==> config.mk <==
export PLATFORM = sky130hd
export DESIGN_NAME = hbpq_cell
export DESIGN_NICKNAME = d
export VERILOG_FILES = /design/src/rtl/hbpq_pkg.sv /design/src/rtl/hbpq_cell.sv
export SDC_FILE = /design/constraint.sdc
export NUM_CORES = 1
export LEC_CHECK = 0
export BUFFER_PORTS_ARGS = -buffer_cell sky130_fd_sc_hd__buf_2
export CORE_MARGIN = 2
export CORE_UTILIZATION = 56
export CTS_CLUSTER_DIAMETER = 40
export CTS_CLUSTER_SIZE = 14
export DETAILED_ROUTE_END_ITERATION = 8
export HOLD_SLACK_MARGIN = 0.06
export PLACE_DENSITY = 0.88
export RECOVER_POWER = 100
export REMOVE_ABC_BUFFERS = 1
export SYNTH_ARGS = -nofsm -noshare
export SYNTH_HDL_FRONTEND = slang
export SYNTH_SLANG_ARGS = --single-unit
==> constraint.sdc <==
create_clock -name clk -period 14.4 [get_ports clk]
set_clock_uncertainty 0.2 [all_clocks]
set_input_delay 1.44 -clock clk [delete_from_list [all_inputs] [get_ports clk]]
set_output_delay 1.44 -clock clk [all_outputs]
set_load 0.01 [all_outputs]
==> src/rtl/hbpq_pkg.sv <==
// Shared constants, types and helpers for the binary heap priority queue.
// Used by the channel interfaces, the level RAM, the level cell and the top level.
package hbpq_pkg;

    localparam int DEPTH  = 256;
    localparam int VAL_W  = 32;
    localparam int CNT_W  = 9;
    localparam int IDX_W  = $clog2(DEPTH);
    localparam int LVLS   = $clog2(DEPTH + 1);
    localparam int LVL_W  = $clog2(LVLS);
    localparam int OFF_W  = LVLS - 1;
    localparam int ADDR_W = 3;

    localparam logic [VAL_W-1:0] MOST_NEG  = {1'b1, {(VAL_W-1){1'b0}}};
    localparam logic [CNT_W-1:0] DEPTH_CNT = CNT_W'(DEPTH);

    localparam logic CMD_INSERT = 1'b0;
    localparam logic CMD_REMOVE = 1'b1;

    localparam logic [1:0] ST_INSERTED = 2'd0;
    localparam logic [1:0] ST_DROPPED  = 2'd1;
    localparam logic [1:0] ST_REMOVED  = 2'd2;
    localparam logic [1:0] ST_EMPTY    = 2'd3;

    localparam logic REG_MODE = 1'b0;
    localparam logic REG_CAP  = 1'b1;

    // packet carrying the hole of a sift from one level cell to the next
    typedef struct packed {
        logic             vld;
        logic             up;
        logic [VAL_W-1:0] val;
        logic [IDX_W-1:0] idx;
        logic [OFF_W-1:0] off;
    } hbpq_pkt_t;

    typedef struct packed {
        logic             vld;
        logic             up;
        logic [OFF_W-1:0] row;
    } hbpq_rdreq_t;

    typedef struct packed {
        logic             vld;
        logic             side;
        logic [OFF_W-1:0] row;
        logic [VAL_W-1:0] data;
    } hbpq_wr_t;

    typedef struct packed {
        logic             min_mode;
        logic [CNT_W-1:0] n;
    } hbpq_ctl_t;

    typedef logic [1:0][VAL_W-1:0] hbpq_pair_t;

    function automatic logic ranks_above(input logic [VAL_W-1:0] a,
                                         input logic [VAL_W-1:0] b,
                                         input logic min_mode);
        logic signed [VAL_W-1:0] sa;
        logic signed [VAL_W-1:0] sb;
        sa = a;
        sb = b;
        return min_mode ? (sa < sb) : (sa > sb);
    endfunction

    // sibling-pair rows needed at one heap level
    function automatic int ram_rows(input int lvl);
        int first;
        int nodes;
        first = (1 << lvl) - 1;
        nodes = 1 << lvl;
        if (DEPTH - first < nodes)
        begin
            nodes = DEPTH - first;
        end
        return (nodes + 1) >> 1;
    endfunction

endpackage

==> src/rtl/hbpq_cell.sv <==
// One heap level cell: owns the writes of its level, reads a neighbour level,
// compares and hands the sift packet on. Depends on hbpq_pkg.
module hbpq_cell import hbpq_pkg::*; (
    input  logic        clk,
    input  logic        rst_n,
    input  hbpq_ctl_t   ctl,
    input  hbpq_pkt_t   pkt_in,
    output hbpq_pkt_t   pkt_out,
    input  hbpq_pair_t  rd_up,
    input  hbpq_pair_t  rd_dn,
    output hbpq_rdreq_t rq,
    output hbpq_wr_t    wr,
    output logic        done
);

    logic       busy_reg;
    logic       busy_next;
    hbpq_pkt_t  hold_reg;
    hbpq_pkt_t  hold_next;
    hbpq_pkt_t  pkt_out_reg;
    hbpq_pkt_t  pkt_out_next;

    logic [IDX_W+1:0] n_ext;
    logic [IDX_W+1:0] lft_in;
    logic [IDX_W+1:0] lft_hold;
    logic [IDX_W+1:0] rgt_hold;
    logic [VAL_W-1:0] par_val;
    logic [VAL_W-1:0] pick_val;
    logic             pick_rgt;
    logic [IDX_W-1:0] par_idx;
    logic [IDX_W-1:0] kid_idx;
    logic [OFF_W-1:0] kid_off;

    assign n_ext    = (IDX_W+2)'(ctl.n);
    assign lft_in   = {1'b0, pkt_in.idx, 1'b1};
    assign lft_hold = {1'b0, hold_reg.idx, 1'b1};
    assign rgt_hold = lft_hold + (IDX_W+2)'(1);
    assign par_val  = rd_up[hold_reg.off[1]];
    assign pick_rgt = (rgt_hold < n_ext) && !ranks_above(rd_dn[0], rd_dn[1], ctl.min_mode);
    assign pick_val = pick_rgt ? rd_dn[1] : rd_dn[0];
    assign par_idx  = (hold_reg.idx - IDX_W'(1)) >> 1;
    assign kid_idx  = pick_rgt ? IDX_W'(rgt_hold) : IDX_W'(lft_hold);
    assign kid_off  = {hold_reg.off[OFF_W-2:0], pick_rgt};

    always_comb
    begin
        wr           = '0;
        rq           = '0;
        done         = 1'b0;
        pkt_out_next = '0;
        busy_next    = 1'b0;
        hold_next    = hold_reg;
        if (pkt_in.vld)
        begin
            hold_next = pkt_in;
            wr.side   = pkt_in.off[0];
            wr.row    = pkt_in.off >> 1;
            wr.data   = pkt_in.val;
            if (pkt_in.up)
            begin
                if (pkt_in.idx == '0)
                begin
                    wr.vld = 1'b1;
                    done   = 1'b1;
                end
                else
                begin
                    rq.vld    = 1'b1;
                    rq.up     = 1'b1;
                    rq.row    = pkt_in.off >> 2;
                    busy_next = 1'b1;
                end
            end
            else
            begin
                if (lft_in >= n_ext)
                begin
                    wr.vld = 1'b1;
                    done   = 1'b1;
                end
                else
                begin
                    rq.vld    = 1'b1;
                    rq.up     = 1'b0;
                    rq.row    = pkt_in.off;
                    busy_next = 1'b1;
                end
            end
        end
        else if (busy_reg)
        begin
            wr.vld  = 1'b1;
            wr.side = hold_reg.off[0];
            wr.row  = hold_reg.off >> 1;
            wr.data = hold_reg.val;
            if (hold_reg.up)
            begin
                if (ranks_above(hold_reg.val, par_val, ctl.min_mode))
                begin
                    wr.data          = par_val;
                    pkt_out_next.vld = 1'b1;
                    pkt_out_next.up  = 1'b1;
                    pkt_out_next.val = hold_reg.val;
                    pkt_out_next.idx = par_idx;
                    pkt_out_next.off = hold_reg.off >> 1;
                end
                else
                begin
                    done = 1'b1;
                end
            end
            else
            begin
                if (ranks_above(pick_val, hold_reg.val, ctl.min_mode))
                begin
                    wr.data          = pick_val;
                    pkt_out_next.vld = 1'b1;
                    pkt_out_next.up  = 1'b0;
                    pkt_out_next.val = hold_reg.val;
                    pkt_out_next.idx = kid_idx;
                    pkt_out_next.off = kid_off;
                end
                else
                begin
                    done = 1'b1;
                end
            end
        end
    end

    always_ff @(posedge clk or negedge rst_n)
    begin
        if (!rst_n)
        begin
            busy_reg    <= 1'b0;
            pkt_out_reg <= '0;
        end
        else
        begin
            busy_reg    <= busy_next;
            pkt_out_reg <= pkt_out_next;
        end
    end

    always_ff @(posedge clk)
    begin
        hold_reg <= hold_next;
    end

    assign pkt_out = pkt_out_reg;

endmodule

Word level (Yosys, flattened, before mapping)
Index checks and enable logic that the tools add are counted.
{"block": "word_totals", "regBits": 100, "inputBits": 190, "out_inout_bits": 103}
{"block": "classes", "n_addsub": 2, "order_cmp": 9, "n_mux": 33, "n_reduce_logical": 3}
{"operator": "$mux W50", "n": 5}
{"operator": "$mux W32", "n": 6}
{"operator": "$gt A32 B32 Y1", "n": 3}
{"operator": "$lt A32 B32 Y1", "n": 3}
{"operator": "$mux W42", "n": 2}
{"operator": "$mux W10", "n": 4}
{"operator": "$mux W1", "n": 15}
{"operator": "$add A9 B1 Y10 const B", "n": 1}
{"operator": "$lt A10 B9 Y1", "n": 1}
{"operator": "$ge A9 B9 Y1", "n": 1}
{"operator": "$logic_not A8 Y1", "n": 1}
{"operator": "$mux W8", "n": 1}
{"operator": "$sub A8 B1 Y8 const B", "n": 1}
{"operator": "$lt A1 B2 Y1 const B", "n": 1}
{"operator": "$logic_and A1 B1 Y1", "n": 1}
{"operator": "$logic_not A1 Y1", "n": 1}

Logic depth before layout (Yosys ltp)
Gate-level depths: netlist of run 1.
{"block": "logic_depth", "depth_word": 11, "ltp_mapped": 24, "ltp_nobuf": 20}

Least setup slack after synthesis of run 1
No wires, ideal clock.
{"block": "synth_timing", "path_kind": "input to output", "start": "input rd_dn[51] in the netlist's numbering", "end": "output wr[7] in the netlist's numbering", "arrival_time_ps": 5978, "required_ps": 12760, "path_slack_ps": 6782, "path_stages": 23, "path_cell_list": "inv_1 -> ha_1 -> a21oi_1 -> o21ai_0 -> a221oi_2 -> nand2_1 -> nor4b_1 -> nor3_4 -> nor2_8 -> buf_6 -> mux2_4 -> ha_1 -> a21o_1 -> a21oi_1 -> nor2b_1 -> o311a_1 -> nor4_4 -> mux2i_1 -> and2_4 -> buf_6 -> buf_6 -> a221o_1 -> a2bb2oi_1"}
{"element": "from (decl)", "line": "hbpq_cell.sv:10", "text": "input hbpq_pair_t rd_dn,"}
{"element": "to (decl)", "line": "hbpq_cell.sv:12", "text": "output hbpq_wr_t wr,"}

==> results.sh, run 1 <==
export IMPL_cts_sinks=100
export IMPL_track_usage=0.310
export IMPL_cts_root_buf="clkbuf_16"
export IMPL_hp_class="reg2reg"
export IMPL_power_total_uw=954
export IMPL_synthArstFlopShare=0.510
export IMPL_worstSetupStartpointType="primary input"
export IMPL_synth_edf_count=49
export IMPL_postRouteAntennaNets=0
export IMPL_period_minus_slack_ps=10910
export IMPL_rsz0062_at_grt="no"
export IMPL_yosys_warnings=0
export IMPL_slowest_delay_ps=1470
export IMPL_routabilityCongestion=0.889
export IMPL_peakVddDrop_mv=0.0525
export IMPL_dr_pass1_iters=5
export IMPL_area_delta_synth_final_pct=17.6
export IMPL_grt_pass1_wl_um=39500
export IMPL_routed_top_layer="met5"
export IMPL_cts_clk_slew_worst_paths_ps=70
export IMPL_via_per_inst=6.09
export IMPL_crit_path_end_kind="output port"
export IMPL_io_pins=293
export IMPL_cp_cell_sequence="clkbuf_1 > inv_1 > ha_1 > nand4_1 > inv_1 > a221oi_1 > o211ai_1 > o2bb2ai_2 > nor3_1 > nor2_8 > mux2_1 > ha_1 > nand3_1 > nor3_1 > and3_1 > o31a_1 > nor4_1 > mux2i_1 > inv_1 > clkbuf_1 > nand2_1 > o211ai_1 > clkbuf_1"
export IMPL_drt_total_wl_um=25700
export IMPL_clock_fmax_mhz=91.6
export IMPL_ys_ff_latch=100
export IMPL_violations="capacitance limit, slew limit"
export IMPL_finalHoldViolCount=0
export IMPL_synth_cells=856
export IMPL_drc=0
export IMPL_register_area_um2=2750
export IMPL_wl_met3_um=2100
export IMPL_design_core_area_um2=15000
export IMPL_cts_max_path_buffers=2
export IMPL_setup_viol=0
export IMPL_initial_core_util=0.567
export IMPL_cts_tree="done"
export IMPL_crit_family="simple AND/OR/NAND/NOR gates"
export IMPL_ys_seq_area_frac=0.323
export IMPL_status="finished with violations"
export IMPL_cts_inserted_buffers=9
export IMPL_p_int_uw=610
export IMPL_first_global_vias=7652
export IMPL_tns_ps=0
export IMPL_pwr_share_clk=0.248
export IMPL_grt_overflow_total=0
export IMPL_power_density_nw_per_um2=95.3
export IMPL_combPwrFrac=0.402
export IMPL_cts_setup_buffers=0
export IMPL_insertion_delay_ps=360
export IMPL_relSlewSlack=-1.29
export IMPL_dieArea_um2=16200
export IMPL_drt_met1_wl_um=10100
export IMPL_critical_path_buf_inv_count=6
export IMPL_syn_avg_cell_area_um2=9.95
export IMPL_dp_hpwl_um=19700
export IMPL_synth_ff_type="dfrtp_1"
export IMPL_cts_htree_levels=3
export IMPL_slew_viol_final=296
export IMPL_yosys_area_top_type_share=0.173
export IMPL_worst_pin_slew_ps=3440
export IMPL_wl_met2_um=12500
export IMPL_largest_reg_flops=50
export IMPL_antenna_found_initial=4
export IMPL_switchingPower_uw=344
export IMPL_vias=8002
export IMPL_synthDistinctLibCells=69
export IMPL_nFillCells=1303
export IMPL_post_cts_resized=0
export IMPL_grt_max_degree=73
export IMPL_drt_wirelength_per_cell_um=19.6
export IMPL_drtIter0Drc=719
export IMPL_die_h_um=127
export IMPL_die_w_um=127
export IMPL_synth_area_um2=8520
export IMPL_port_buffers=291
export IMPL_cap_violations=6
export IMPL_fin_crit_sh=0.758
export IMPL_path_class="in2out"
export IMPL_p_seq_frac=0.350
export IMPL_swShare=0.361
export IMPL_crit_required_ps=12760
export IMPL_final_net_count=1423
export IMPL_num_rows=45
export IMPL_leakagePower_nw=4.87
export IMPL_ctsHoldBuffers=0
export IMPL_multi_input_area_um2=5100
export IMPL_cp_max_fo=39
export IMPL_drive_above_1_share=0.203
export IMPL_synth_top_area_cell="edfxtp_1"
export IMPL_crit_arrival_ps=9270
export IMPL_slowest_stage="clkbuf_1"
export IMPL_synth_area_leaders="edfxtp_1, ha_1, dfrtp_1"
power by group through the flow:
stage          registers [mW]  clock network (mW)  logic [mW]
3_3_place_gp            0.338                   0       0.381
5_1_grt                 0.336               0.250       0.420
3_5_place_dp            0.339                   0       0.393
4_1_cts                 0.333               0.240       0.395
2_1_floorplan           0.341                   0       0.253
6_report                0.334               0.237       0.383
Yosys cell counts, drive strengths merged, types with 3 or more instances:
library cell / count
a21o: 18
a21oi: 36
a221o: 31
a22o: 9
a22oi: 13
a2bb2oi: 31
a31oi: 3
and3: 3
buf: 15
clkbuf: 30
dfrtp: 51
edfxtp: 49
ha: 114
inv: 84
mux2: 33
mux2i: 35
nand2: 90
nand3: 16
nand4: 20
nor2: 22
nor2b: 18
nor3: 42
nor4: 9
o211ai: 4
o21a: 4
o21ai: 10
o22ai: 8
xnor2: 16
xor2: 4
layer usage:
metal	global-route usage	up-vias
li1	-	3701
met1	0.386	3797
met2	0.535	426
met3	0.0515	76
met4	0.129	2
met5	0	-
tightest hold or removal path: cells and delay by family, from the launching register on:
family / cells / cell delay, ps
flops: 1 / 350
simple gates: 1 / 90
buf+inv: 1 / 60
layout by cell type, fill, tap and decap left out, types with 3 or more instances in the layout:
cell and count:
nor2b_1 18, o211ai_1 4, buf_2 160, and3_1 3
a31oi_1 3, mux2i_1 35, nand3_1 16, mux2_2 7
dfrtp_1 51, clkbuf_16 9, o22ai_1 8, a21oi_1 35
a221o_1 31, nor2_1 21, clkbuf_1 136, ha_1 114
nor3_1 42, nor4_1 9, xor2_1 4, inv_1 84
a2bb2oi_2 10, a21o_1 18, nand4_1 20, a22o_1 8
clkinvlp_4 3, o21ai_0 8, nand2_1 90, edfxtp_1 49
a22oi_1 13, a2bb2oi_1 21, mux2_4 24, o21a_1 4
xnor2_1 16
cell type report:
cell class              count  share of cell area
repair buffers            297               0.132
clock buffers              11              0.0252
multi-input cells         627               0.510
inverters                  84              0.0315
flip-flops and latches    100               0.274
clock inverters             5             0.00362
well taps                 188              0.0235
diodes                      2            0.000500
per-stage QoR:
| stage | area (um2) | std cells | setup slack [ps] | hold slack (ps) | util |
|---|---|---|---|---|---|
| after floorplan | 8290 | 811 | 6220 | 285 | - |
| after global placement | 10000 | 1296 | 5180 | 314 | 0.667 |
| after detailed placement | 10000 | 1296 | 5070 | 313 | 0.667 |
| after CTS | 10300 | 1312 | 5050 | 331 | 0.687 |
| after global routing | 10000 | 1313 | 2880 | 354 | 0.666 |
| final | 10000 | 1314 | 3490 | 332 | 0.666 |
worst paths after layout:
path	startpoint	end	slack, ps	depth (start not counted)
max	rd_dn[42]	wr[0]	3490	23
min reg2reg	hold_reg[6]	pkt_out[7]	330	2
max reg2reg	hold_reg[8]	pkt_out[9]	6070	21
max in group asynchronous	rst_n	pkt_out[1]	10210	2
min	hold_reg[6]	pkt_out[7]	330	2
min in group asynchronous	rst_n	pkt_out[26]	2020	2
cells by family after synthesis:
| group | Yosys count | share of synthesized area |
|---|---|---|
| multiplexers | 68 | 0.0962 |
| XOR/XNOR | 20 | 0.0206 |
| buffers and inverters | 129 | 0.0637 |
| other | 1 | 0.000440 |
| AO/OA/AOI/OAI | 189 | 0.191 |
| adder cells (fa/ha/maj) | 114 | 0.167 |
| AND/OR/NAND/NOR | 235 | 0.138 |
| flip-flops | 100 | 0.323 |
(Power assumes the default switching activity.)
==> inputs of run 2 (changes only) <==
CORE_UTILIZATION = 52   (was 56)
PLACE_DENSITY = 0.82   (was 0.88)
clock period = 11.25 ns   (was 14.4 ns; I/O delays follow)
==> run 2 against run 1 <==
  * The flow still finishes with violations (capacitance limit, slew limit)
  * Worst setup slack lost 2100 ps
  * Routed wire length shrank 2.1%
  * Via count shrank 2.4%
  * Non-clock buffer count is the same
  * Worst hold slack gained 1.7 ps
  * Register-to-register slack lost 2600 ps
  * Core utilization shrank 3.5 points
  * Sequential share of layout area shrank 0.14 points
  * Sequential cell count is the same
  * Power grew 26%
  * Clock power grew 22%
  * Clock-buffer cell count grew 3
  * Largest power group unchanged
==> results.sh, run 2 (same netlist as run 1, synthesis figures left out) <==
export IMPL_status="finished with violations"
export IMPL_violations="capacitance limit, slew limit"
export IMPL_clock_fmax_mhz=101
export IMPL_cap_violations=5
export IMPL_leakagePower_nw=4.85
export IMPL_reg2reg_to="pkt_out[8]"
export IMPL_final_common_cell="buf_2"
export IMPL_slew_viol_final=254
export IMPL_worst_pin_slew_ps=3340
export IMPL_insertion_delay_ps=350
export IMPL_drive_above_1_share=0.203
export IMPL_multi_input_area_um2=5150
export IMPL_path_class="in2out"
export IMPL_drc=0
export IMPL_p_seq_frac=0.355
export IMPL_hold_depth=2
export IMPL_crit_path_end_kind="output port"
export IMPL_grt_pass1_wl_um=39800
export IMPL_io_pins=293
export IMPL_setup_viol=0
export IMPL_antenna_cells=0
export IMPL_crit_arrival_ps=8570
export IMPL_most_common_layout_cells="buf_2, clkbuf_1, ha_1, nand2_1, inv_1"
export IMPL_dp_hpwl_um=19800
export IMPL_cp_max_fo=36
export IMPL_drtIter0Drc=407
export IMPL_cts_clk_slew_worst_paths_ps=60
export IMPL_postRouteAntennaNets=0
export IMPL_r2r_start="hold_reg[8]"
export IMPL_swShare=0.357
export IMPL_die_h_um=132
export IMPL_post_cts_resized=0
export IMPL_area_delta_synth_final_pct=18.1
export IMPL_nFillCells=1463
export IMPL_cp_startpoint="rd_dn[37]"
export IMPL_rrSetupSlack_ps=3490
export IMPL_grt_overflow_total=0
export IMPL_dr_pass1_iters=5
export IMPL_dieArea_um2=17400
export IMPL_switchingPower_uw=430
export IMPL_rsz0062_at_grt="no"
export IMPL_combPwrFrac=0.405
export IMPL_track_usage=0.284
export IMPL_via_per_inst=5.83
export IMPL_peakVddDrop_mv=0.0708
export IMPL_first_global_vias=7962
export IMPL_power_density_nw_per_um2=120
export IMPL_cts_inserted_buffers=9
export IMPL_tns_ps=0
export IMPL_fin_crit_sh=0.880
export IMPL_num_rows=46
export IMPL_register_area_um2=2750
export IMPL_drt_wirelength_per_cell_um=18.8
export IMPL_crit_end="wr[0]"
export IMPL_relSlewSlack=-1.23
export IMPL_routabilityCongestion=0.856
export IMPL_cts_sinks=100
export IMPL_initial_core_util=0.534
export IMPL_ctsHoldBuffers=0
export IMPL_vias=7807
export IMPL_die_w_um=132
export IMPL_crit_required_ps=9930
export IMPL_hp_class="reg2reg"
export IMPL_utilization=0.631
export IMPL_drt_total_wl_um=25200
export IMPL_period_minus_slack_ps=9900
export IMPL_worstSetupStartpointType="primary input"
export IMPL_grt_max_degree=73
export IMPL_final_net_count=1423
export IMPL_cts_max_path_buffers=2
export IMPL_worst_r2r_path_depth=21
export IMPL_cts_tree="done"
export IMPL_cts_htree_levels=3
export IMPL_cts_root_buf="clkbuf_16"
export IMPL_design_core_area_um2=15900
export IMPL_port_buffers=291
export IMPL_p_int_uw=774
export IMPL_finalHoldViolCount=0
export IMPL_pwr_share_clk=0.240
export IMPL_cts_setup_buffers=0
export IMPL_largest_reg_flops=50
export IMPL_antenna_found_initial=1
run 2: cell types whose count changed in the layout (fill, tap and decap cells not counted), sizes merged:
cell and delta:
diode -2, clkinvlp -2, clkinv -1, buf -4, clkbuf +7
run 2: power by group through the flow:
| stage | clock [mW] | sequential [mW] | combinational [mW] |
|---|---|---|---|
| floorplan | 0 | 0.437 | 0.324 |
| global placement | 0 | 0.433 | 0.490 |
| detailed placement | 0 | 0.434 | 0.499 |
| CTS | 0.296 | 0.427 | 0.502 |
| global route | 0.307 | 0.430 | 0.535 |
| finish | 0.289 | 0.428 | 0.488 |
run 2: cell type report:
type / count / share of cell area
clock buffers: 14 / 0.0252
flip-flops and latches: 100 / 0.273
multi-input cells: 627 / 0.512
repair buffers: 297 / 0.131
well taps: 216 / 0.0269
inverters: 84 / 0.0313
clock inverters: 2 / 0.00124
run 2: how the worst min path moves through the flow:
| stage | startpoint | end | slack (ps) |
|---|---|---|---|
| 6_report | hold_reg[6] | pkt_out[7] | 330 |
| 5_1_grt | hold_reg[6] | pkt_out[7] | 360 |
| 4_1_cts | hold_reg[6] | pkt_out[7] | 340 |
| 3_5_place_dp | hold_reg[6] | pkt_out[7] | 330 |
| 3_3_place_gp | hold_reg[6] | pkt_out[7] | 310 |
| 2_1_floorplan | hold_reg[6] | pkt_out[7] | 280 |
run 2: through the flow:
stage | hold slack [ps] | setup slack, ps | power [mW] | instance area, um2 | instances
after floorplan | 285 | 3700 | 0.761 | 8290 | 811
after global placement | 313 | 2180 | 0.923 | 10100 | 1324
after detailed placement | 332 | 2100 | 0.933 | 10100 | 1324
after CTS | 338 | 2100 | 1.23 | 10300 | 1340
after global routing | 357 | 873 | 1.27 | 10100 | 1340
final | 333 | 1350 | 1.20 | 10100 | 1340
run 2: critical path, cell delays in order:
cell	delay, ps
buf_2	100
inv_1	40
ha_1	300
a21oi_1	150
o21ai_0	130
a221oi_1	500
o211ai_1	250
o2bb2ai_2	180
nor3_1	850
nor2_8	330
mux2_1	470
ha_1	370
nand3_1	120
nor3_1	580
and3_1	340
o31a_1	180
nor4_1	80
mux2i_1	160
inv_1	610
clkbuf_1	770
nand2_1	430
o211ai_1	330
clkbuf_1	180
run 2: layer usage:
layer	GRT usage	share of wire
met5	0	0
met4	0.0972	0.025
met3	0.0727	0.085
met2	0.489	0.48
met1	0.347	0.41
