===== config.mk =====
export PLATFORM = sky130hd
export DESIGN_NAME = hbpq_ram
export DESIGN_NICKNAME = d
export VERILOG_FILES = /design/src/rtl/hbpq_pkg.sv /design/src/rtl/hbpq_ram.sv
export SDC_FILE = /design/constraint.sdc
export NUM_CORES = 1
export LEC_CHECK = 0
export BUFFER_PORTS_ARGS = -buffer_cell sky130_fd_sc_hd__buf_2
export CAP_MARGIN = 25
export CORE_MARGIN = 4
export CORE_UTILIZATION = 50
export DETAILED_ROUTE_END_ITERATION = 8
export PLACE_DENSITY_LB_ADDON = 0.15
export SLEW_MARGIN = 20
export SYNTH_ARGS = -nofsm -noshare
export SYNTH_HDL_FRONTEND = slang
export SYNTH_SLANG_ARGS = --single-unit

===== constraint.sdc =====
create_clock -name clk -period 2.11 [get_ports clk]
set_input_delay 0.1055 -clock clk [delete_from_list [all_inputs] [get_ports clk]]
set_output_delay 0.1055 -clock clk [all_outputs]
set_load 0.05 [all_outputs]

===== src/rtl/hbpq_pkg.sv =====
// Shared constants, types and helpers for the binary heap priority queue.
// Used by the channel interfaces, the level RAM, the level cell and the top level.
package hbpq_pkg;

    localparam int DEPTH  = 256;
    localparam int VAL_W  = 32;
    localparam int CNT_W  = 9;
    localparam int IDX_W  = $clog2(DEPTH);
    localparam int LVLS   = $clog2(DEPTH + 1);
    localparam int LVL_W  = $clog2(LVLS);
    localparam int OFF_W  = LVLS - 1;
    localparam int ADDR_W = 3;

    localparam logic [VAL_W-1:0] MOST_NEG  = {1'b1, {(VAL_W-1){1'b0}}};
    localparam logic [CNT_W-1:0] DEPTH_CNT = CNT_W'(DEPTH);

    localparam logic CMD_INSERT = 1'b0;
    localparam logic CMD_REMOVE = 1'b1;

    localparam logic [1:0] ST_INSERTED = 2'd0;
    localparam logic [1:0] ST_DROPPED  = 2'd1;
    localparam logic [1:0] ST_REMOVED  = 2'd2;
    localparam logic [1:0] ST_EMPTY    = 2'd3;

    localparam logic REG_MODE = 1'b0;
    localparam logic REG_CAP  = 1'b1;

    // packet carrying the hole of a sift from one level cell to the next
    typedef struct packed {
        logic             vld;
        logic             up;
        logic [VAL_W-1:0] val;
        logic [IDX_W-1:0] idx;
        logic [OFF_W-1:0] off;
    } hbpq_pkt_t;

    typedef struct packed {
        logic             vld;
        logic             up;
        logic [OFF_W-1:0] row;
    } hbpq_rdreq_t;

    typedef struct packed {
        logic             vld;
        logic             side;
        logic [OFF_W-1:0] row;
        logic [VAL_W-1:0] data;
    } hbpq_wr_t;

    typedef struct packed {
        logic             min_mode;
        logic [CNT_W-1:0] n;
    } hbpq_ctl_t;

    typedef logic [1:0][VAL_W-1:0] hbpq_pair_t;

    function automatic logic ranks_above(input logic [VAL_W-1:0] a,
                                         input logic [VAL_W-1:0] b,
                                         input logic min_mode);
        logic signed [VAL_W-1:0] sa;
        logic signed [VAL_W-1:0] sb;
        sa = a;
        sb = b;
        return min_mode ? (sa < sb) : (sa > sb);
    endfunction

    // sibling-pair rows needed at one heap level
    function automatic int ram_rows(input int lvl);
        int first;
        int nodes;
        first = (1 << lvl) - 1;
        nodes = 1 << lvl;
        if (DEPTH - first < nodes)
        begin
            nodes = DEPTH - first;
        end
        return (nodes + 1) >> 1;
    endfunction

endpackage


===== src/rtl/hbpq_ram.sv =====
// Generic sibling-pair RAM: one row holds two heap entries, per-lane write.
// Registered read every cycle. Depends on hbpq_pkg.
module hbpq_ram import hbpq_pkg::*; #(
    parameter int ROWS = 2,
    parameter int AW   = (ROWS > 1) ? $clog2(ROWS) : 1
) (
    input  logic             clk,
    input  logic [1:0]       we,
    input  logic [AW-1:0]    wr_row,
    input  logic [VAL_W-1:0] wr_data,
    input  logic [AW-1:0]    rd_row,
    output hbpq_pair_t       rd_data
);

    hbpq_pair_t mem [ROWS];

    always_ff @(posedge clk)
    begin
        if (we[0])
        begin
            mem[wr_row][0] <= wr_data;
        end
        if (we[1])
        begin
            mem[wr_row][1] <= wr_data;
        end
        rd_data <= mem[rd_row];
    end

endmodule


Word-level counts from Yosys, hierarchy flattened
Memories as Yosys holds them, arrays and structs flattened. A register that Yosys moved wholly into a read port is not among the register bits.
Index checks and enable logic that the tools add are counted.
{"block": "classes", "mux": 4}
{"op": "1-bit 2-to-1 mux", "count": 4}
{"block": "totals", "input_bits": 37, "out_inout_bits": 64, "regBits": 0, "mem_count": 1, "ram_bits": 128, "word_cells": 5}
{"memory": "mem", "words": 2, "width": 64, "read_ports": 1, "rd_ports_with_merged_regs": 1, "write_ports": 1, "line_no": "hbpq_ram.sv:15", "text": "hbpq_pair_t mem [ROWS];"}

Logic depth before layout (Yosys ltp)
Gate-level depths: netlist of the first run.
{"block": "logic_depth", "depth_word": 2, "ltp_mapped": 3, "mapped_depth_nobuf": 1}

Worst setup path before layout of the first run
Ideal clock, no wire load.
{"block": "synth_path", "kind": "input -> register", "from": "input wr_row", "to": "memory mem[0][0] (netlist bit), enable pin", "setup_ps": 425, "stages": 1, "path_buffers": 0, "path_slack_ps": 127, "required_ps": 1685, "arrival_ps": 1558, "path_cell_list": "nor2b_1"}
{"item": "start, declared", "line_no": "hbpq_ram.sv:9", "text": "input logic [AW-1:0] wr_row,"}
{"item": "end, declared", "line_no": "hbpq_ram.sv:15"}
Straight into the memory's write port.

Worst setup path in the final report of the first run
{"block": "layout_path", "from": "register rd_data[44] (netlist bit) (read register of mem)", "to": "output rd_data[44] (netlist bit)"}
{"item": "start, declared", "line_no": "hbpq_ram.sv:12", "text": "output hbpq_pair_t rd_data"}
No word-level cell between the ends.

==> results by group, run 1 <==
STA
  – Hold Violations, Final: 0
  – RSZ-0062 raised after global routing: false
  – Total negative slack: 0 ns
  – Final period util: 0.538
  – Max-slew headroom: 0.625
  – Final min period: 1.14 ns
  – Setup Skew: 0.00787 ns
  – Peak Freq: 881 MHz
  – Fin Hold WS: 0.166 ns
  – Setup-failing EPs final: 0
  – Worst Tran Pin Value: 0.562 ns
  – Final setup margin: 0.975 ns
  – Final Max Tran Viols: 0

Placed design
  – Dpl ws: 0.680 ns
  – PortBufs: 100
  – HPWL after DPL: 6.06 mm
  – GP Congestion: 0.703

Flow run
  – MaxCap Viol Count: 0

Pwr
  – Power Dens Cells: 1100 nW/um^2
  – Psw: 1.97 mW
  – Logic pwr share: 0.107
  – Sw Share: 0.226
  – Cell-internal power: 6.73 mW
  – Pleak: 3.16 nW
  – VDD IR max: 0.701 mV
  – Part of the power in registers: 0.504
  – Clk pwr share: 0.389

Synth
  – Net count after synthesis: 304
  – Post-Syn Area: 6230 um^2
  – Post-Syn Area per Cell: 23.3 um^2
  – Cell count after synthesis: 267
  – Synth cell types: 8
  – Synth Warn #: 0
  – Yosys reg bits: 192
  – Sequential element share of the synthesized area: 0.823

Floorplan
  – Die height: 120 um
  – Top Ports: 101
  – Die W: 120 um
  – Core Area: 12100 um^2
  – Die area: 14300 um^2
  – Initial Utilization: 0.514
  – Site Rows: 40

Cells and area
  – Commonest non-fill, non-tap cell in the layout: edfxtp_1
  – # nets final: 455
  – Share of cells above drive strength 1: 0.476
  – Final core occ: 0.651
  – Most frequent cells in the layout: edfxtp_1 (128), buf_2 (99), dfxtp_1 (64)
  – Ant. Diodes: 0
  – Layout overhead on the synthesized area: 26.7%

CTS
  – Clock Sinks: 192
  – Bufs on Longest Clock Path: 2
  – Cts bufs inserted: 17
  – Register clock-pin slew on the reported worst setup and hold paths: 0.06 ns
  – CTS tree: yes
  – Clk root buf: clkbuf_16
  – Post_cts resized: 0
  – Worst-Skew Late Latency: 0.42 ns
  – H-tree levels: 4

Worst setup path
  – Max FO, Critical Path: 1
  – Critical Path Sink Type: output pin
  – CP delay by family, top: flip-flops
  – CP startpoint kind: register
  – CP startpoint: rd_data[44]
  – Critical Path RT: 2.00 ns
  – Critical Path Slowest Stage Cell: dfxtp_1
  – Worst R2R Start: mem[0][28]
  – Buf/Inv on CP: 1
  – Worst Path Class, Setup: reg -> out
  – Cell Chain, Critical Path: buf_2
  – Worst Path Arrival: 1.03 ns
  – CP peak stage delay: 0.34 ns

Run status
  – Outcome: finished clean

Drt
  – Pre-antenna DRT Iters: 4
  – Initial DRC count: 88
  – Drc violations: 0
  – Drt total wl: 9.71 mm
  – Via Count: 2781
  – Wire per inst: 16.2 um
  – Avg Vias per Cell: 4.64
  – Final ANT Viol Nets: 0

Global routing
  – Vias in the first global route: 3071
  – Largest net degree at the start of global routing: 33
  – GRT Overall Usage: 0.147
  – First-pass GRT wire length: 15.7 mm
  – Initial antenna violation count: 0
  – Overflow after GRT: 0

Worst hold path
  – HP Class: in -> reg
  – Worst Min Path Start: wr_row
## stage by stage
| step | std cells | area [um^2] | power [mW] |
|---|---|---|---|
| 6_report | 599 | 7890 | 8.70 |
| 5_1_grt | 599 | 7890 | 9.01 |
| 4_1_cts | 599 | 7890 | 8.80 |
| 3_5_place_dp | 535 | 6930 | 5.36 |
| 3_3_place_gp | 535 | 6930 | 5.35 |
| 2_1_floorplan | 267 | 6230 | 5.12 |
## Yosys cell counts, drive strengths merged
library cell / n / area (um^2)
edfxtp: 128 / 3840
dfxtp: 64 / 1280
mux2: 64 / 946
buf: 7 / 131
and2: 2 / 12.5
nor2b: 2 / 12.5
## final cells by class
class	instances	area, um^2
repair buffers	139	926
multi-input cells	68	988
fillers	854	4220
clock buffers	17	425
clock inverters	15	215
flip-flops and latches	192	5120
well taps	168	210
## worst paths after layout
check | cells past startpoint | slack (ns) | to
max | 1 | 0.97 | rd_data[44]
min | 2 | 0.17 | mem[0][39]
max reg2reg | 1 | 1.35 | rd_data[28]
min reg2reg | 1 | 0.47 | rd_data[14]
## sequential cells by signal, summed over array words and instances, names as in the netlist
signal	count
mem	128
rd_data	64
## logic make-up after synthesis
logic type,count (synthesis),share of synthesized area
DFF,192,0.823
buffers and inverters,7,0.0211
and+or+nand+nor,4,0.00402
muxes,64,0.152
## timing repair
| item | 4_1_cts | 5_1_grt |
|---|---|---|
| buffers inserted | 0 | 0 |
| hold buffers | 32 | 0 |
| endpoints found under the hold margin | 128 | 0 |
| setup endpoints to repair | 0 | 0 |
## power groups by stage
stage	Sequential, mW	Combinational, mW	Clock (mW)
3_3_place_gp	4.46	0.888	0
3_5_place_dp	4.47	0.892	0
2_1_floorplan	4.86	0.261	0
5_1_grt	4.41	0.972	3.63
4_1_cts	4.39	0.941	3.47
6_report	4.38	0.927	3.39
## layer usage
metal | vias up | share of wire | track usage
met5 | - | 0 | 0
met4 | 0 | 0.022 | 0.0773
met3 | 19 | 0.041 | 0.0457
met2 | 76 | 0.50 | 0.245
met1 | 1379 | 0.43 | 0.169
li1 | 1307 | - | -
Note: power is estimated with default switching activity, not from simulation.
==> run 2: changes to the inputs <==
- ABC_AREA: unset -> 1
- CORE_UTILIZATION: 50 -> 49
- clock period: 2.11 -> 0.95 ns (I/O delays scaled with it)
==> run 2 against run 1 <==
Compared with the run above:
- power is 130% higher
- clock power is 120% higher
- final cell count is 20% higher
- setup slack worse by 1.0 ns
- highest routed layer unchanged
- flip-flop and latch count stayed put
- the run now ends with negative setup slack left
- die area is 1.6% lower
- routed wire length is 16% higher
- worst hold slack worse by 0.056 ns
- via count is 21% higher
==> results by group, run 2 <==
Global routing
  – Met3 usage: 0.0584 (was 0.0457)
  – Met2 Use GR: 0.274 (was 0.245)
  – Largest net degree at the start of global routing: 52 (was 33)
  – Vias in the first global route: 3500 (was 3071)
  – Busiest grt layer: met2 (unchanged)
  – Overflow after GRT: 0 (unchanged)
  – Initial antenna violation count: 0 (unchanged)
  – Met1 usage: 0.214 (was 0.169)
  – GRT Overall Usage: 0.170 (was 0.147)
  – First-pass GRT wire length: 18.1 mm (was 15.7 mm)

STA
  – Worst Tran Pin Value: 0.234 ns (was 0.562 ns)
  – Hold Violations, Final: 0 (unchanged)
  – Final period util: 1.02
  – Total negative slack: -0.114 ns (was 0 ns)
  – Final min period: 0.971 ns
  – Setup-failing EPs final: 12 (was 0)
  – Peak Freq: 1030 MHz
  – Final Max Tran Viols: 0 (unchanged)
  – Fin Hold WS: 0.109 ns (was 0.166 ns)
  – Max-slew headroom: 0.844 (was 0.625)
  – RSZ-0062 raised after global routing: true (was false)
  – Setup Skew: 0.00617 ns (was 0.00787 ns)
  – Final setup margin: -0.0212 ns (was 0.975 ns)

Worst hold path
  – HP Class: in -> reg (unchanged)
  – Worst Min Path Start: rd_row (was wr_row)

Pwr
  – Pleak: 3.48 nW (was 3.16 nW)
  – Power Dens Cells: 2310 nW/um^2 (was 1100 nW/um^2)
  – VDD IR max: 1.42 mV (was 0.701 mV)
  – Logic pwr share: 0.123 (was 0.107)
  – Part of the power in registers: 0.504 (about the same)
  – Clk pwr share: 0.373 (was 0.389)
  – Psw: 4.51 mW (was 1.97 mW)
  – Sw Share: 0.230 (was 0.226)
  – Cell-internal power: 15.1 mW (was 6.73 mW)

Worst setup path
  – CP startpoint kind: register (unchanged)
  – Worst Path Class, Setup: reg -> out (unchanged)
  – CP startpoint: rd_data[18] (was rd_data[44])
  – Buf/Inv on CP: 1 (unchanged)
  – CP peak stage delay: 0.36 ns (was 0.34 ns)
  – Worst Path Arrival: 0.92 ns (was 1.03 ns)
  – Cell Chain, Critical Path: buf_8 (was buf_2)
  – Max FO, Critical Path: 1 (unchanged)
  – CP delay by family, top: flip-flops (unchanged)
  – Critical Path Slowest Stage Cell: dfxtp_2 (was dfxtp_1)
  – Critical Path Sink Type: output pin (unchanged)
  – Critical Path RT: 0.90 ns (was 2.00 ns)
  – Worst R2R Start: mem[0][41] (was mem[0][28])

Synth
  – Synth area leaders: edfxtp_1 (64%), dfxtp_1 (21%), nand2_1 (12%) (was edfxtp_1 (62%), dfxtp_1 (21%), mux2_4 (14%))
  – Post-synth top cells: nand2_1 (194), edfxtp_1 (128), dfxtp_1 (64) (was edfxtp_1 (128), dfxtp_1 (64), mux2_4 (60))
  – Yosys reg bits: 192 (unchanged)
  – Sequential element share of the synthesized area: 0.854 (was 0.823)
  – Synth cell types: 9 (was 8)
  – Post-synth top area share: 0.641 (was 0.617)
  – Post-synth top flop: edfxtp_1 (unchanged)
  – Number of flops mapped to enable cells by yosys: 128 (unchanged)
  – Post-Syn Area per Cell: 14.8 um^2 (was 23.3 um^2)
  – Post-Syn Area: 6000 um^2 (was 6230 um^2)
  – Cell count after synthesis: 406 (was 267)
  – Synth Warn #: 0 (unchanged)
  – Most common cell in the netlist: nand2_1 (was edfxtp_1)
  – Net count after synthesis: 443 (was 304)
  – Async set or reset register ratio after synthesis: 0 (unchanged)
  – Post-synth top area cell: edfxtp_1 (unchanged)

CTS
  – Worst-Skew Late Latency: 0.42 ns (about the same)
  – H-tree levels: 4 (unchanged)
  – CTS tree: yes (unchanged)
  – Bufs on Longest Clock Path: 2 (unchanged)
  – Postcts setup bufs: 0 (unchanged)
  – Clk root buf: clkbuf_16 (unchanged)
  – Register clock-pin slew on the reported worst setup and hold paths: 0.07 ns (was 0.06 ns)
  – Cts bufs inserted: 17 (unchanged)
  – Clock Sinks: 192 (unchanged)

Floorplan
  – Top Ports: 101 (unchanged)
  – Initial Utilization: 0.499 (was 0.514)
  – Die W: 119 um (was 120 um)
  – Die area: 14100 um^2 (was 14300 um^2)
  – Site Rows: 40 (unchanged)
  – Die height: 119 um (was 120 um)
  – Core Area: 12000 um^2 (was 12100 um^2)

Cells and area
  – Layout overhead on the synthesized area: 41.1% (was 26.7%)
  – # nets final: 593 (was 455)
  – Largest register FFs: 128 (unchanged)
  – Share of cells above drive strength 1: 0.376 (was 0.476)
  – Most frequent cells in the layout: nand2_1 (192), edfxtp_1 (128), dfxtp_2 (64) (was edfxtp_1 (128), buf_2 (99), dfxtp_1 (64))
  – Commonest non-fill, non-tap cell in the layout: nand2_1 (was edfxtp_1)
  – Final core occ: 0.705 (was 0.651)
  – Ant. Diodes: 0 (unchanged)
  – Most flop-heavy register: mem (unchanged)
  – Biggest regs: mem (128), rd_data (64) (unchanged)

Placed design
  – PortBufs: 100 (unchanged)
  – GP Congestion: 0.698 (was 0.703)
  – HPWL after DPL: 6.61 mm (was 6.06 mm)

Drt
  – Avg Vias per Cell: 4.69 (was 4.64)
  – Drc violations: 0 (unchanged)
  – Final ANT Viol Nets: 0 (unchanged)
  – Drt total wl: 11.2 mm (was 9.71 mm)
  – Via Count: 3361 (was 2781)
  – Pre-antenna DRT Iters: 4 (unchanged)
  – Wire per inst: 15.7 um (was 16.2 um)
  – Initial DRC count: 167 (was 88)

Run status
  – Outcome: complete, but fails checks (was finished clean)
  – Violated checks: negative setup slack

Flow run
  – MaxCap Viol Count: 0 (unchanged)
-- run 2: changes by cell type after synthesis --
| cell | change |
|---|---|
| nor2b_1 | -2 |
| mux2_2 | -4 |
| mux2_4 | -60 |
| and2_1 | -2 |
| nor2_1 | +2 |
| inv_2 | +1 |
| clkbuf_8 | +6 |
| buf_4 | +1 |
| buf_2 | +6 |
| nand2_1 | +194 |
| inv_1 | +4 |
| buf_6 | -1 |
| buf_12 | -6 |
-- run 2: layout make-up --
class | count | area (um^2)
flip-flops and latches | 192 | 5200
repair buffers | 144 | 1650
clock inverters | 12 | 164
fillers | 759 | 3540
clock buffers | 20 | 457
inverters | 5 | 51.3
well taps | 147 | 184
multi-input cells | 196 | 756
-- run 2: cells by family after synthesis --
| group | share of synthesized area |
|---|---|
| buffers and inverters | 0.0231 |
| DFF | 0.854 |
| and+or+nand+nor | 0.123 |
-- run 2: metal layers --
metal  vias to the layer above  share of wire
met2                        92           0.49
met5                         -              0
li1                       1655              -
met1                      1595           0.44
met4                         0          0.021
met3                        19          0.050
-- run 2: path summary, 6_finish.rpt --
check | depth (start not counted) | slack (ns) | to
worst max-delay path | 1 | -0.02 | rd_data[18]
worst min-delay path | 4 | 0.11 | rd_data[39]
worst max register to register | 2 | 0.30 | rd_data[41]
worst min register to register | 2 | 0.44 | rd_data[50]
-- run 2: power groups by stage --
stage	Combinational, mW	Clock (mW)	Sequential, mW
after floorplan	0.389	0	10.7
after global placement	1.85	0	9.88
after detailed placement	1.86	0	9.90
after CTS	2.33	7.44	9.85
after global routing	2.54	7.80	9.93
final	2.41	7.32	9.87
-- run 2: repair_timing --
action                     in CTS  in global routing
hold endpoints to repair      128                  0
hold buffers                   32                  0
setup endpoints to repair      64                 64
resized for setup             216                 30
-- run 2: per-stage QoR --
step	setup slack [ns]	cell area, um^2	std cells	power (mW)
detailed placement	0.0175	6840	652	11.8
floorplan	-0.00312	6050	406	11.1
finish	-0.0212	8470	716	19.6
CTS	-0.0383	8360	716	19.6
global placement	0.0159	6840	652	11.7
global route	-0.0553	8470	716	20.3
==> run 3: changes to the inputs <==
- ABC_CLOCK_PERIOD_IN_PS: unset -> 950
- MAX_ROUTING_LAYER: unset -> met4
==> run 3 against run 2 <==
Compared with the run above:
- core utilization unchanged
- critical endpoint is now rd_data[40]
- global-route usage is 0.48 points higher
- critical path type unchanged
- the flow still finishes with violations (negative setup slack)
- fmax down 0.26%
- flip-flop and latch count is the same
- critical path depth is the same
- die area unchanged
- via count is 0.48% lower
==> results by group, run 3 (synthesized netlist as in run 2, its figures left out) <==
Pwr
  – Overall power: 19.6 mW (about the same)
  – VDD IR max: 1.42 mV (about the same)
  – Power Dens Cells: 2310 nW/um^2 (about the same)
  – Pleak: 3.48 nW (unchanged)

Worst setup path
  – Worst path depth: 1 (unchanged)
  – R2r setup slk: 0.30 ns (about the same)
  – CP startpoint kind: register (unchanged)
  – Critical Path Sink Type: output pin (unchanged)
  – Worst r2r dst: rd_data[41] (unchanged)
  – Cell Chain, Critical Path: buf_8 (unchanged)
  – Worst Path Class, Setup: reg -> out (unchanged)
  – FF-to-FF path depth: 2 (unchanged)
  – Critical Path RT: 0.90 ns (about the same)
  – CP delay by family, top: flip-flops (unchanged)
  – Max FO, Critical Path: 1 (unchanged)
  – Worst Setup EP: rd_data[40] (was rd_data[18])
  – CP peak stage delay: 0.36 ns (about the same)
  – Worst R2R Start: mem[0][41] (unchanged)
  – Buf/Inv on CP: 1 (unchanged)
  – Worst Path Arrival: 0.93 ns (was 0.92 ns)
  – Critical Path Slowest Stage Cell: dfxtp_2 (unchanged)
  – CP startpoint: rd_data[40] (was rd_data[18])

Drt
  – Final ANT Viol Nets: 0 (unchanged)
  – Drt total wl: 11.2 mm (about the same)
  – Wire per inst: 15.7 um (about the same)
  – Pre-antenna DRT Iters: 4 (unchanged)
  – Via Count: 3345 (was 3361)
  – Initial DRC count: 199 (was 167)
  – Avg Vias per Cell: 4.67 (was 4.69)
  – Drc violations: 0 (unchanged)

Floorplan
  – Core Area: 12000 um^2 (unchanged)
  – Top Ports: 101 (unchanged)
  – Die W: 119 um (unchanged)
  – Initial Utilization: 0.499 (unchanged)
  – Site Rows: 40 (unchanged)
  – Die area: 14100 um^2 (unchanged)
  – Die height: 119 um (unchanged)

Placed design
  – GP Congestion: 0.705 (was 0.698)
  – PortBufs: 100 (unchanged)
  – Dpl ws: 0.0175 ns (unchanged)
  – HPWL after DPL: 6.61 mm (unchanged)

Run status
  – Outcome: complete, but fails checks (unchanged)
  – Violated checks: negative setup slack (unchanged)

CTS
  – Postcts setup bufs: 0 (unchanged)
  – H-tree levels: 4 (unchanged)
  – Register clock-pin slew on the reported worst setup and hold paths: 0.06 ns (was 0.07 ns)
  – Cts bufs inserted: 17 (unchanged)
  – CTS tree: yes (unchanged)
  – Worst-Skew Late Latency: 0.42 ns (about the same)
  – Bufs on Longest Clock Path: 2 (unchanged)
  – Clock Sinks: 192 (unchanged)
  – Clk root buf: clkbuf_16 (unchanged)

STA
  – Final period util: 1.02 (about the same)
  – Final setup margin: -0.0237 ns (was -0.0212 ns)
  – RSZ-0062 raised after global routing: true (unchanged)
  – Fin Hold WS: 0.112 ns (was 0.109 ns)
  – Peak Freq: 1030 MHz (about the same)
  – Setup Skew: 0.00710 ns (was 0.00617 ns)
  – Final min period: 0.974 ns (was 0.971 ns)
  – Final Max Tran Viols: 0 (unchanged)
  – Setup-failing EPs final: 12 (unchanged)
  – Total negative slack: -0.0917 ns (was -0.114 ns)
  – Hold Violations, Final: 0 (unchanged)
  – Worst Tran Pin Value: 0.236 ns (was 0.234 ns)
  – Max-slew headroom: 0.843 (was 0.844)

Global routing
  – Overflow after GRT: 0 (unchanged)
  – GRT Overall Usage: 0.175 (was 0.170)
  – Initial antenna violation count: 0 (unchanged)
  – First-pass GRT wire length: 18.1 mm (about the same)
  – Largest net degree at the start of global routing: 52 (unchanged)
  – Vias in the first global route: 3500 (unchanged)

Cells and area
  – Register area: 5200 um^2 (unchanged)
  – Most frequent cells in the layout: nand2_1 (192), edfxtp_1 (128), dfxtp_2 (64) (unchanged)
  – Ant. Diodes: 0 (unchanged)
  – FILL cells: 759 (unchanged)
  – Biggest regs: mem (128), rd_data (64) (unchanged)
  – # nets final: 593 (unchanged)
  – Share of cells above drive strength 1: 0.376 (unchanged)
  – Final core occ: 0.705 (unchanged)
  – Area of the multi-input gates: 756 um^2 (unchanged)
  – Largest register FFs: 128 (unchanged)
  – Commonest non-fill, non-tap cell in the layout: nand2_1 (unchanged)
  – Layout overhead on the synthesized area: 41.1% (unchanged)
  – Most flop-heavy register: mem (unchanged)

Flow run
  – MaxCap Viol Count: 0 (unchanged)

Worst hold path
  – HP Class: in -> reg (unchanged)
run 3: worst min-delay path by stage:
stage                     start          end  cells after the start
global route             rd_row  rd_data[42]                      4
global placement    wr_data[14]   mem[0][14]                      1
CTS                      rd_row  rd_data[39]                      4
finish                   rd_row  rd_data[39]                      4
floorplan            wr_data[0]    mem[0][0]                      0
detailed placement   wr_data[1]   mem[1][33]                      1
run 3: layout make-up:
| cell class | instances | area share |
|---|---|---|
| clock inverters | 12 | 0.0194 |
| inverters | 5 | 0.00606 |
| clock buffers | 20 | 0.0539 |
| flip-flops and latches | 192 | 0.615 |
| multi-input cells | 196 | 0.0892 |
| repair buffers | 144 | 0.195 |
| well taps | 147 | 0.0217 |
run 3: repair_timing:
item                       CTS  global route
setup endpoints to repair   64            64
gates resized for setup    216            30
hold endpoints to repair   128             0
hold buffers                32             0
run 3: per-stage QoR:
step           instance area (um^2)  instances
6_report                       8470        716
5_1_grt                        8470        716
4_1_cts                        8360        716
3_5_place_dp                   6840        652
3_3_place_gp                   6840        652
2_1_floorplan                  6050        406
run 3: power by group:
group / leakage (nW) / total, mW / switching [mW] / internal, mW
clock: 0.305 / 7.31 / 2.80 / 4.51
combinational: 1.43 / 2.41 / 1.45 / 0.960
sequential: 1.75 / 9.87 / 0.252 / 9.62
total: 3.48 / 19.6 / 4.50 / 15.1
run 3: routing by layer:
layer | vias up | wire length [um] | track usage
li1 | 1653 | - | -
met1 | 1599 | 4940 | 0.218
met2 | 75 | 5600 | 0.272
met3 | 18 | 455 | 0.0498
met4 | 0 | 216 | 0.0710
met5 | - | 0 | -
